### config.mk
export PLATFORM = sky130hd
export DESIGN_NAME = modular_exponentiation_unit
export DESIGN_NICKNAME = d
export VERILOG_FILES = /design/src/sv/mexp_pkg.sv /design/src/sv/mexp_mulmod.sv /design/src/sv/modular_exponentiation_unit.sv
export SDC_FILE = /design/constraint.sdc
export NUM_CORES = 1
export LEC_CHECK = 0
export BUFFER_PORTS_ARGS = -buffer_cell sky130_fd_sc_hd__buf_2
export CAP_MARGIN = 25
export CORE_MARGIN = 5
export CORE_UTILIZATION = 53
export CTS_CLUSTER_DIAMETER = 60
export DETAILED_ROUTE_END_ITERATION = 8
export GPL_TIMING_DRIVEN = 0
export PLACE_DENSITY = 0.73
export RECOVER_POWER = 100
export SETUP_SLACK_MARGIN = 0.4
export SLEW_MARGIN = 0
export SYNTH_ARGS = -nofsm -noshare
export SYNTH_HDL_FRONTEND = slang
export SYNTH_SLANG_ARGS = --single-unit
### constraint.sdc
create_clock -name clk -period 4.85 [get_ports clk]
set_input_delay 0.7275 -clock clk [delete_from_list [all_inputs] [get_ports clk]]
set_output_delay 0.7275 -clock clk [all_outputs]
set_load 0.02 [all_outputs]
### src/sv/mexp_pkg.sv
// package for the modular exponentiation unit: widths, states and multiplier types
`timescale 1ns / 1ps

package mexp_pkg;

	// width of the ports and configuration words
	localparam int FIELD_BITS = 32;
	// bits of base, exponent and modulus that take part in the arithmetic
	localparam int WORD_BITS = 32;
	// bit counter of the shared multiplier
	localparam int IDX_BITS = $clog2(WORD_BITS);
	localparam logic [IDX_BITS-1:0] IDX_LAST = IDX_BITS'(WORD_BITS - 1);

	// configuration register indexes
	localparam logic REG_EXPONENT = 1'b0;
	localparam logic REG_MODULUS = 1'b1;

	// sequencer states
	typedef enum logic [2:0] {
		ST_IDLE,
		ST_REDUCE,
		ST_STEP,
		ST_MUL,
		ST_SQR
	} state_t;

	// request to the shared modular multiplier
	typedef struct packed {
		logic go;
		logic [WORD_BITS-1:0] scan_op;
		logic [WORD_BITS-1:0] add_op;
		logic [WORD_BITS:0] modv;
	} mm_req_t;

	// response of the shared modular multiplier
	typedef struct packed {
		logic done;
		logic [WORD_BITS-1:0] result;
	} mm_rsp_t;

endpackage

### src/sv/mexp_mulmod.sv
// bit-serial interleaved modular multiplier, one scan bit per cycle
`timescale 1ns / 1ps

module mexp_mulmod (
	input  logic             clk,
	input  logic             arst_n,
	input  mexp_pkg::mm_req_t req,
	output mexp_pkg::mm_rsp_t rsp
);
	import mexp_pkg::*;

	logic                 run_q;
	logic                 done_q;
	logic [IDX_BITS-1:0]  cnt_q;
	logic [WORD_BITS-1:0] r_q;
	logic [WORD_BITS-1:0] scan_q;
	logic [WORD_BITS-1:0] add_q;
	logic [WORD_BITS:0]   mod_q;

	logic [WORD_BITS+1:0] t_sum;
	logic [WORD_BITS+1:0] m1;
	logic [WORD_BITS+1:0] m2;
	logic [WORD_BITS+1:0] t_red;

	// double, add the addend on a set scan bit, then fold back below the modulus
	always_comb begin
		m1 = {1'b0, mod_q};
		m2 = {mod_q, 1'b0};
		t_sum = {1'b0, r_q, 1'b0} +
			(scan_q[WORD_BITS-1] ? {2'b00, add_q} : '0);
		if (t_sum >= m2) begin
			t_red = t_sum - m2;
		end else if (t_sum >= m1) begin
			t_red = t_sum - m1;
		end else begin
			t_red = t_sum;
		end
	end

	// control
	always_ff @(posedge clk or negedge arst_n) begin
		if (!arst_n) begin
			run_q <= 1'b0;
			done_q <= 1'b0;
			cnt_q <= '0;
		end else begin
			done_q <= 1'b0;
			if (req.go) begin
				run_q <= 1'b1;
				cnt_q <= '0;
			end else if (run_q) begin
				cnt_q <= cnt_q + 1'b1;
				if (cnt_q == IDX_LAST) begin
					run_q <= 1'b0;
					done_q <= 1'b1;
				end
			end
		end
	end

	// operands and partial remainder
	always_ff @(posedge clk) begin
		if (req.go) begin
			r_q <= '0;
			scan_q <= req.scan_op;
			add_q <= req.add_op;
			mod_q <= req.modv;
		end else if (run_q) begin
			r_q <= t_red[WORD_BITS-1:0];
			scan_q <= {scan_q[WORD_BITS-2:0], 1'b0};
		end
	end

	assign rsp.done = done_q;
	assign rsp.result = r_q;

endmodule

### src/sv/modular_exponentiation_unit.sv
// modular exponentiation top level: config registers, square-and-multiply sequencer
//
// channel   signals                       handshake
// config    wr_en, wr_index, wr_data      write when wr_en high, no wait
// input     start, base                   beat taken when start high and busy low
// output    done, power_mod               one-cycle strobe, cannot be held off
//
// one shared bit-serial modular multiplier does every product
// an item takes one base reduction, one product per set exponent bit and one square per
// exponent bit below the top set one; a zero exponent needs no product
// busy stays high from the accepted beat until the done strobe
// reset clears the sequencer and sets exponent 0, modulus 1
`timescale 1ns / 1ps

module modular_exponentiation_unit (
	input  logic                          clk,
	input  logic                          arst_n,
	input  logic                          wr_en,
	input  logic                          wr_index,
	input  logic [mexp_pkg::FIELD_BITS-1:0] wr_data,
	input  logic                          start,
	output logic                          busy,
	input  logic [mexp_pkg::FIELD_BITS-1:0] base,
	output logic                          done,
	output logic [mexp_pkg::FIELD_BITS-1:0] power_mod
);
	import mexp_pkg::*;

	state_t state_q, state_d;

	logic [WORD_BITS-1:0] exponent_q;
	logic [WORD_BITS-1:0] modulus_q;
	logic [WORD_BITS-1:0] a_q;
	logic [WORD_BITS-1:0] e_q;
	logic [WORD_BITS-1:0] acc_q;
	logic [WORD_BITS:0]   m_q;
	logic                 done_q;
	logic [FIELD_BITS-1:0] power_mod_q;

	logic [WORD_BITS:0]   m_new;
	logic [WORD_BITS-1:0] one_red;
	logic                 finish;
	mm_req_t              req;
	mm_rsp_t              rsp;

	// configuration registers
	always_ff @(posedge clk or negedge arst_n) begin
		if (!arst_n) begin
			exponent_q <= '0;
			modulus_q <= WORD_BITS'(1);
		end else if (wr_en) begin
			unique case (wr_index)
				REG_EXPONENT: exponent_q <= wr_data[WORD_BITS-1:0];
				REG_MODULUS:  modulus_q <= wr_data[WORD_BITS-1:0];
				default:      ;
			endcase
		end
	end

	// a zero modulus stands for 2^WORD_BITS; one reduced by the modulus for base reduction
	always_comb begin
		m_new = (modulus_q == '0) ? {1'b1, {WORD_BITS{1'b0}}} : {1'b0, modulus_q};
		one_red = (m_new == (WORD_BITS+1)'(1)) ? '0 : WORD_BITS'(1);
	end

	assign finish = (state_q == ST_STEP) && (e_q == '0);

	// state register
	always_ff @(posedge clk or negedge arst_n) begin
		if (!arst_n) begin
			state_q <= ST_IDLE;
		end else begin
			state_q <= state_d;
		end
	end

	// next state and multiplier requests
	always_comb begin
		state_d = state_q;
		req.go = 1'b0;
		req.scan_op = acc_q;
		req.add_op = a_q;
		req.modv = m_q;
		unique case (state_q)
			ST_IDLE: begin
				if (start) begin
					if (exponent_q == '0) begin
						state_d = ST_STEP;
					end else begin
						req.go = 1'b1;
						req.scan_op = base[WORD_BITS-1:0];
						req.add_op = one_red;
						req.modv = m_new;
						state_d = ST_REDUCE;
					end
				end
			end
			ST_REDUCE: begin
				if (rsp.done) state_d = ST_STEP;
			end
			ST_STEP: begin
				if (e_q == '0) begin
					state_d = ST_IDLE;
				end else if (e_q[0]) begin
					req.go = 1'b1;
					state_d = ST_MUL;
				end else begin
					req.go = 1'b1;
					req.scan_op = a_q;
					state_d = ST_SQR;
				end
			end
			ST_MUL: begin
				if (rsp.done) state_d = ST_STEP;
			end
			ST_SQR: begin
				if (rsp.done) state_d = ST_STEP;
			end
			default: state_d = ST_IDLE;
		endcase
	end

	// working values: base power, remaining exponent, accumulator
	always_ff @(posedge clk) begin
		if (state_q == ST_IDLE && start) begin
			a_q <= base[WORD_BITS-1:0];
			e_q <= exponent_q;
			acc_q <= WORD_BITS'(1);
			m_q <= m_new;
		end else if (rsp.done) begin
			if (state_q == ST_REDUCE) begin
				a_q <= rsp.result;
			end else if (state_q == ST_MUL) begin
				acc_q <= rsp.result;
				e_q[0] <= 1'b0;
			end else if (state_q == ST_SQR) begin
				a_q <= rsp.result;
				e_q <= {1'b0, e_q[WORD_BITS-1:1]};
			end
		end
	end

	// result strobe
	always_ff @(posedge clk or negedge arst_n) begin
		if (!arst_n) begin
			done_q <= 1'b0;
		end else begin
			done_q <= finish;
		end
	end

	// result beat
	always_ff @(posedge clk) begin
		if (finish) power_mod_q <= FIELD_BITS'(acc_q);
	end

	mexp_mulmod u_mulmod (
		.clk    (clk),
		.arst_n (arst_n),
		.req    (req),
		.rsp    (rsp)
	);

	assign busy = (state_q != ST_IDLE);
	assign done = done_q;
	assign power_mod = power_mod_q;

endmodule

==> results.py, run 1 <==
metrics = {
    "synth": {
        "yosysUniqueCellTypes": 78,
        "synth_edf_count": 226,
        "ys_seq_area_share_pct": 49.0,
        "syn-num-nets": 2105,
        "synth-xor-area-share_pct": 3.36,
        "synth.top_cell.area_share_pct": 33.4,
        "synth_area_leaders": "edfxtp_1, dfrtp_1, mux2_2, dfxtp_1, ha_1",
        "syn_area_per_cell_um2": 10.5,
        "yosys.area.top_type": "edfxtp_1",
        "synth_warnings": 0,
        "synth_area_mm2": 0.0203,
        "yosys.area_share.simple_pct": 13.3,
        "synth_top_family_by_area": "compound AO/OA/AOI/OAI gates",
        "synth-async-reset-ratio_pct": 20.5,
        "yosys-mux-area-fraction_pct": 9.36,
        "ys_ff_latch": 365,
        "synth_flop_cell": "edfxtp_1",
        "synthAdderAreaFrac_pct": 6.39,
        "synth_compound_area_share_pct": 15.3,
        "syn-instance-count": 1934,
    },
    "clock_network": {
        "htree_levels": 2,
        "root_buffer": "clkbuf_16",
        "clk_latency_ns": 0.57,
        "cts_hold_buf": 0,
        "cts_inserted_buffers": 40,
        "clockBufferDepth": 3,
        "cts_tree": "yes",
        "clk_transition_reported_paths_ns": 0.06,
        "numClockSinks": 365,
    },
    "critical_path": {
        "critical-path-top-delay-family": "compound AO/OA/AOI/OAI gates",
        "critPathMaxStageDelay_ns": 0.50,
        "cp-endpoint": "u_mulmod.r_q[12]$_SDFFE_PP0P_",
        "r2r-end": "u_mulmod.r_q[12]$_SDFFE_PP0P_",
        "worst-path-stages": 24,
        "cp.arrival_ns": 6.08,
        "critPathMaxFanout": 5,
        "crit_chain": "clkbuf_8 -> and2_4 -> ha_4 -> inv_2 -> fa_2 -> nor2b_4 -> o2111ai_2 -> nor3b_4 -> or2_4 -> o311ai_4 -> a31oi_4 -> a21oi_2 -> xor2_2 -> ha_4 -> a21o_1 -> a211oi_2 -> o21ai_1 -> a211o_1 -> a31o_4 -> or2_4 -> buf_6 -> buf_12 -> mux2_4 -> a221o_1",
        "slowest_stage": "edfxtp_1",
        "r2r-start": "u_mulmod.scan_q[31]$_DFFE_PP_",
        "required_ns": 5.30,
        "start_kind": "flop",
        "end_kind": "flop",
        "cp-startpoint": "u_mulmod.scan_q[31]$_DFFE_PP_",
        "path_buf_inv": 4,
        "reg2reg_depth": 24,
        "path_class": "flop to flop",
        "reg2reg_setup_slack_ns": -0.78,
    },
    "cells_and_area": {
        "area_growth_pct": 20.0,
        "drive_gt1_share_pct": 23.0,
        "fin_util_pct": 64.6,
        "diodes": 0,
        "fillers": 3052,
        "multi_input_area_mm2": 0.0105,
        "regArea_mm2": 0.00995,
        "fin_area_mm2": 0.0244,
        "final_nets": 2321,
    },
    "flow_run": {
        "maxCapViolations": 6,
    },
    "global_routing": {
        "grt_pass1_vias": 16000,
        "grt_pass1_wl_um": 91400,
        "gr-total-overflow": 0,
        "antenna_found_initial": 0,
        "grt_max_degree": 40,
        "grtUsageTotal_pct": 28.2,
    },
    "timing": {
        "maxSlewHeadroom_pct": -43.9,
        "fin_crit_sh_pct": 116,
        "fin_crit_ns": 5.63,
        "tightest_slew_ns": 2.16,
        "finalSetupViolCount": 160,
        "hold_violations": 0,
        "fmax_mhz": 178,
        "slew_violations": 142,
        "fin_skew_ns": 0.0279,
        "rsz0062_at_grt": "yes",
        "layout_setup_ws_ns": -0.775,
    },
    "route": {
        "met3_length_um": 4440,
        "wl_per_cell_um": 22.5,
        "via_count": 16400,
        "drtAntennaViolNets": 0,
        "drc": 0,
        "drt-pass1-iter-count": 6,
        "wl_met1_um": 26300,
        "dr_wl_met2_um": 28000,
        "wl_um": 60400,
        "via_per_inst": 6.09,
        "drt_first_iter_violations": 1448,
        "dr.max_layer_used": "met4",
    },
    "floorplanning": {
        "initial_core_util_pct": 53.8,
        "dieWidth_um": 206,
        "core_mm2": 0.0378,
        "chipHeight_um": 206,
        "ioPinCount": 103,
        "die_area_mm2": 0.0423,
        "rows": 71,
    },
    "min_path": {
        "hp-class": "input port to flop",
    },
    "pwr": {
        "peakVddDrop_mv": 0.282,
        "power_density_mw_per_mm2": 274,
        "p_leak_nw": 9.29,
    },
    "run_status": {
        "status": "finished, violations left",
        "failed_checks": "capacitance limit, slew limit, setup timing",
    },
    "placement": {
        "port_buffers": 102,
        "place_congestion": 0.957,
        "hpwl_um": 45100,
        "place_area_mm2": 0.0217,
    },
}
[layout by cell type (no fill, tap or decap), types with 12 or more instances in the layout]
cell       Yosys  layout
edfxtp_1     226     226
nand2_1      189     179
mux2_2       163     155
clkbuf_1     101     144
a21oi_1      155     143
nor2_1       129     123
ha_1          99      80
o21ai_0       91      79
dfrtp_1       74      74
buf_2          3      69
dfxtp_1       64      64
inv_1         60      59
and2_1        65      44
clkbuf_16      0      43
buf_4          0      43
xnor2_1       49      42
a21o_1        40      40
nor4_1        27      27
nor3_1        30      26
xor2_1        29      25
o211ai_1      22      22
o22a_1        20      20
nand3_1       23      19
o21a_1        19      19
nand4_1       18      18
and2_0         0      18
a31oi_1       21      17
nand2b_1      17      16
ha_4           0      16
buf_6          1      14
a21oi_2        1      13
o221ai_1      12      12
o31ai_1       13      12
[timing repair]
action / CTS / global route
setup buffers: 42 / 17
cloned: 4 / 0
setup endpoints to repair: 87 / 32
pin swaps: 62 / 43
gates resized for setup: 148 / 48
[per-stage QoR]
step / hold WS (ns) / std cells / total power, W / worst slack, ns / setup TNS [ns]
3_3_place_gp: 0.442 / 2547 / 0.00371 / -3.14 / -569.64
6_report: 0.427 / 2692 / 0.00667 / -0.775 / -68.64
4_1_cts: 0.146 / 2675 / 0.00672 / -0.675 / -18.22
3_5_place_dp: 0.441 / 2556 / 0.00373 / -1.91 / -51.28
5_1_grt: 0.413 / 2692 / 0.00689 / -0.928 / -85.24
2_1_floorplan: 0.425 / 1934 / 0.00361 / -0.0841 / -0.316
[sequential cells by signal (all words and copies together) (netlist names)]
| signal | cells |
|---|---|
| exponent_q | 32 |
| done | 1 |
| acc_q | 32 |
| u_mulmod.done_q | 1 |
| e_q | 32 |
| u_mulmod.add_q | 32 |
| u_mulmod.scan_q | 32 |
| power_mod | 32 |
| m_q | 33 |
| u_mulmod.run_q | 1 |
| u_mulmod.r_q | 32 |
| state_q | 3 |
| a_q | 32 |
| modulus_q | 32 |
| u_mulmod.cnt_q | 5 |
| u_mulmod.mod_q | 33 |
[metal layers]
metal	vias to the layer above	global-route usage, %
met5	-	0
li1	7553	-
met1	8104	40.3
met2	634	44.7
met3	109	4.74
met4	0	7.75
[worst min-delay path by stage]
stage,start,end,slack [ns],cells past startpoint
floorplan,acc_q[11]$_SDFFE_PP0P_,power_mod[11]$_DFFE_PP_,0.42,0
global placement,acc_q[7]$_SDFFE_PP0P_,power_mod[7]$_DFFE_PP_,0.44,0
detailed placement,acc_q[17]$_SDFFE_PP0P_,power_mod[17]$_DFFE_PP_,0.44,0
CTS,arst_n,u_mulmod.cnt_q[0]$_DFFE_PN0P_,0.15,1
global route,wr_data[4],exponent_q[4]$_DFFE_PN0P_,0.41,2
finish,wr_data[2],modulus_q[2]$_DFFE_PN0P_,0.43,2
[layout make-up]
type | instances | area share (%)
multi-input cells | 1392 | 43.1
flip-flops and latches | 365 | 40.8
repair buffers | 174 | 4.69
clock buffers | 54 | 4.66
well taps | 511 | 2.62
plain buffers | 117 | 2.49
inverters | 60 | 0.924
clock inverters | 19 | 0.688
[where the power goes]
group / internal (W) / switching, W / total, W
clock network: 0.00176 / 0.00125 / 0.00300
registers: 0.00336 / 0.0000849 / 0.00345
logic: 0.000118 / 0.000102 / 0.000220
total: 0.00523 / 0.00143 / 0.00667
[cells in the mapped netlist, types with 12 or more instances]
cell type / n
a31oi_1: 21
and3_1: 12
inv_1: 60
ha_1: 99
o31ai_1: 13
a21oi_1: 155
clkbuf_1: 101
o221ai_1: 12
mux2_2: 163
and2_1: 65
o211ai_1: 22
nand3_1: 23
edfxtp_1: 226
xnor2_1: 49
a211oi_1: 15
dfxtp_1: 64
o21bai_1: 13
nand2_1: 189
o22a_1: 20
nor2b_1: 12
nand4_1: 18
nor4_1: 27
buf_1: 12
nor2_1: 129
a21o_1: 40
xor2_1: 29
dfrtp_1: 74
o21ai_0: 91
nand2b_1: 17
o21a_1: 19
nor3_1: 30
[cells by family after synthesis]
group / count (synthesis)
and+or+nand+nor: 560
AOI/OAI and AO/OA: 483
DFF: 365
buffers and inverters: 177
muxes: 169
adders and majority gates: 102
xor gates and xnor gates: 78
(Power assumes the default switching activity.)
==> run 2: changes to the inputs <==
--- a/config.mk
+++ b/config.mk
@@ -14,6 +14,7 @@
 export GPL_TIMING_DRIVEN = 0
 export PLACE_DENSITY = 0.73
 export RECOVER_POWER = 100
+export REMOVE_ABC_BUFFERS = 1
 export SETUP_SLACK_MARGIN = 0.4
 export SLEW_MARGIN = 0
 export SYNTH_ARGS = -nofsm -noshare
==> results.py, run 2 (synthesized netlist as in run 1, its figures left out) <==
metrics = {
    "route": {
        "drtAntennaViolNets": 0,
        "drt_first_iter_violations": 1129,
        "via_count": 15700,
        "wl_per_cell_um": 21.0,
        "wl_um": 55000,
        "drt-pass1-iter-count": 5,
        "drc": 0,
        "via_per_inst": 6.02,
    },
    "timing": {
        "fin_crit_ns": 5.49,
        "hold_violations": 0,
        "finalSetupViolCount": 70,
        "final.setup.tns_ns": -21.98,
        "layout_setup_ws_ns": -0.638,
        "fin_skew_ns": 0.0191,
        "fin_crit_sh_pct": 113,
        "rsz0062_at_grt": "yes",
        "holdWs_ns": 0.424,
        "maxSlewHeadroom_pct": -88.8,
        "fmax_mhz": 182,
        "tightest_slew_ns": 2.83,
        "slew_violations": 223,
    },
    "floorplanning": {
        "chipHeight_um": 206,
        "initial_core_util_pct": 53.8,
        "die_area_mm2": 0.0423,
        "rows": 71,
        "ioPinCount": 103,
        "dieWidth_um": 206,
        "core_mm2": 0.0378,
    },
    "pwr": {
        "power_density_mw_per_mm2": 286,
        "peakVddDrop_mv": 0.377,
        "p_leak_nw": 9.28,
        "internal-power_w": 0.00556,
        "p_comb_share_pct": 2.7,
        "power.switching_w": 0.00143,
        "clockPowerShare_pct": 48.2,
        "seqPwrFrac_pct": 49.2,
        "swShare_pct": 20.5,
    },
    "flow_run": {
        "maxCapViolations": 8,
    },
    "critical_path": {
        "crit_chain": "buf_12 -> and2_4 -> ha_4 -> inv_2 -> fa_2 -> nor2b_4 -> o2111ai_2 -> nor3b_4 -> or2_4 -> o311ai_4 -> a31oi_4 -> a21oi_2 -> xor2_2 -> ha_4 -> a21o_1 -> a211oi_4 -> o21ai_2 -> a211o_1 -> a31o_4 -> or2_4 -> buf_4 -> mux2_4 -> a221o_1",
        "critPathMaxFanout": 7,
        "cp.arrival_ns": 5.94,
        "end_kind": "flop",
        "critical-path-top-delay-family": "compound AO/OA/AOI/OAI gates",
        "path_buf_inv": 3,
        "required_ns": 5.30,
        "slowest_stage": "edfxtp_1",
        "critPathMaxStageDelay_ns": 0.38,
        "path_class": "flop to flop",
        "start_kind": "flop",
        "reg2reg_setup_slack_ns": -0.64,
    },
    "cells_and_area": {
        "area_growth_pct": 20.4,
        "final_nets": 2242,
        "final_cell_mix": "edfxtp_1, nand2_1, mux2_2, a21oi_1, nor2_1",
        "reg_top3": "m_q x33, u_mulmod.mod_q x33",
        "layout_commonest_cell": "edfxtp_1",
        "drive_gt1_share_pct": 25.5,
        "fillers": 2976,
    },
    "global_routing": {
        "grt_pass1_vias": 15400,
        "gr-total-overflow": 0,
        "grt_use_met1_pct": 36.3,
        "grt_max_degree": 69,
        "globalRouteMet2Util_pct": 41.8,
        "antenna_found_initial": 2,
        "grtUsageMet3_pct": 3.34,
        "grtUsageTotal_pct": 25.6,
        "busiest_layer": "met2",
        "grt_pass1_wl_um": 86000,
    },
    "placement": {
        "place_congestion": 0.989,
        "port_buffers": 102,
        "hpwl_um": 37900,
    },
    "run_status": {
        "status": "finished, violations left",
        "failed_checks": "capacitance limit, slew limit, setup timing",
    },
    "clock_network": {
        "numClockSinks": 365,
        "root_buffer": "clkbuf_16",
        "cts_tree": "yes",
        "cts_inserted_buffers": 42,
        "clk_latency_ns": 0.56,
        "clk_transition_reported_paths_ns": 0.06,
        "cts_hold_buf": 0,
        "clockBufferDepth": 3,
        "htree_levels": 2,
    },
    "min_path": {
        "hp-class": "input port to flop",
    },
}
run 2: changes by cell type in the layout (fill, tap and decap cells not counted), sizes merged, moves of 3 or more:
| cell | before | now |
|---|---|---|
| inv | 61 | 64 |
| buf | 140 | 148 |
| clkbuf | 205 | 114 |
| bufinv | 2 | 7 |
| clkinv | 15 | 11 |
run 2: cell type report:
type / instances / area [um2] / area share (%)
Clock inverter: 23 / 307 / 1.25
Clock buffer: 54 / 1180 / 4.82
Timing Repair Buffer: 208 / 1400 / 5.70
Sequential cell: 365 / 9950 / 40.7
Antenna cell: 1 / 2.50 / 0.0102
Tap cell: 511 / 639 / 2.61
Multi-Input combinational cell: 1394 / 10800 / 44.0
Inverter: 60 / 230 / 0.941
run 2: repair_timing:
action | 4_1_cts | 5_1_grt
setup buffers | 59 | 14
setup endpoints to repair | 64 | 64
gates resized for setup | 170 | 39
gates cloned | 3 | 1
pin swaps | 74 | 53
run 2: worst paths after layout:
check                                              start                       endpoint  cells after the start
min reg2reg                       acc_q[20]$_SDFFE_PP0P_        power_mod[20]$_DFFE_PP_                      0
max in group asynchronous                         arst_n      exponent_q[9]$_DFFE_PN0P_                      2
min                                          wr_data[29]      modulus_q[29]$_DFFE_PN0P_                      2
max reg2reg                u_mulmod.scan_q[31]$_DFFE_PP_  u_mulmod.r_q[12]$_SDFFE_PP0P_                     23
min in group asynchronous                         arst_n         state_q[1]$_DFFE_PN0P_                      1
max                        u_mulmod.scan_q[31]$_DFFE_PP_  u_mulmod.r_q[12]$_SDFFE_PP0P_                     23
run 2: routing by layer:
metal / up-vias / routed length [um]
li1: 7420 / -
met1: 7699 / 24300
met2: 543 / 25900
met3: 87 / 3500
met4: 0 / 1260
met5: - / 0
run 2: per-stage QoR:
| stage | worst slack [ns] | util [%] | cell area, um2 | instances | total power, W |
|---|---|---|---|---|---|
| 2_1_floorplan | -26.17 | - | 19900 | 1817 | 0.00358 |
| 3_3_place_gp | -51.67 | 55.7 | 21000 | 2430 | 0.00367 |
| 3_5_place_dp | -2.73 | 57.0 | 21500 | 2461 | 0.00369 |
| 4_1_cts | -0.528 | 64.7 | 24400 | 2600 | 0.00705 |
| 5_1_grt | -0.747 | 64.8 | 24500 | 2615 | 0.00721 |
| 6_report | -0.638 | 64.8 | 24500 | 2616 | 0.00700 |
run 2: power by group through the flow:
stage                     clock (W)  sequential [W]  combinational (W)
after floorplan                   0         0.00347           0.000114
after global placement            0         0.00349           0.000179
after detailed placement          0         0.00350           0.000194
after CTS                   0.00342         0.00344           0.000197
after global routing        0.00356         0.00345           0.000206
final                       0.00337         0.00344           0.000186
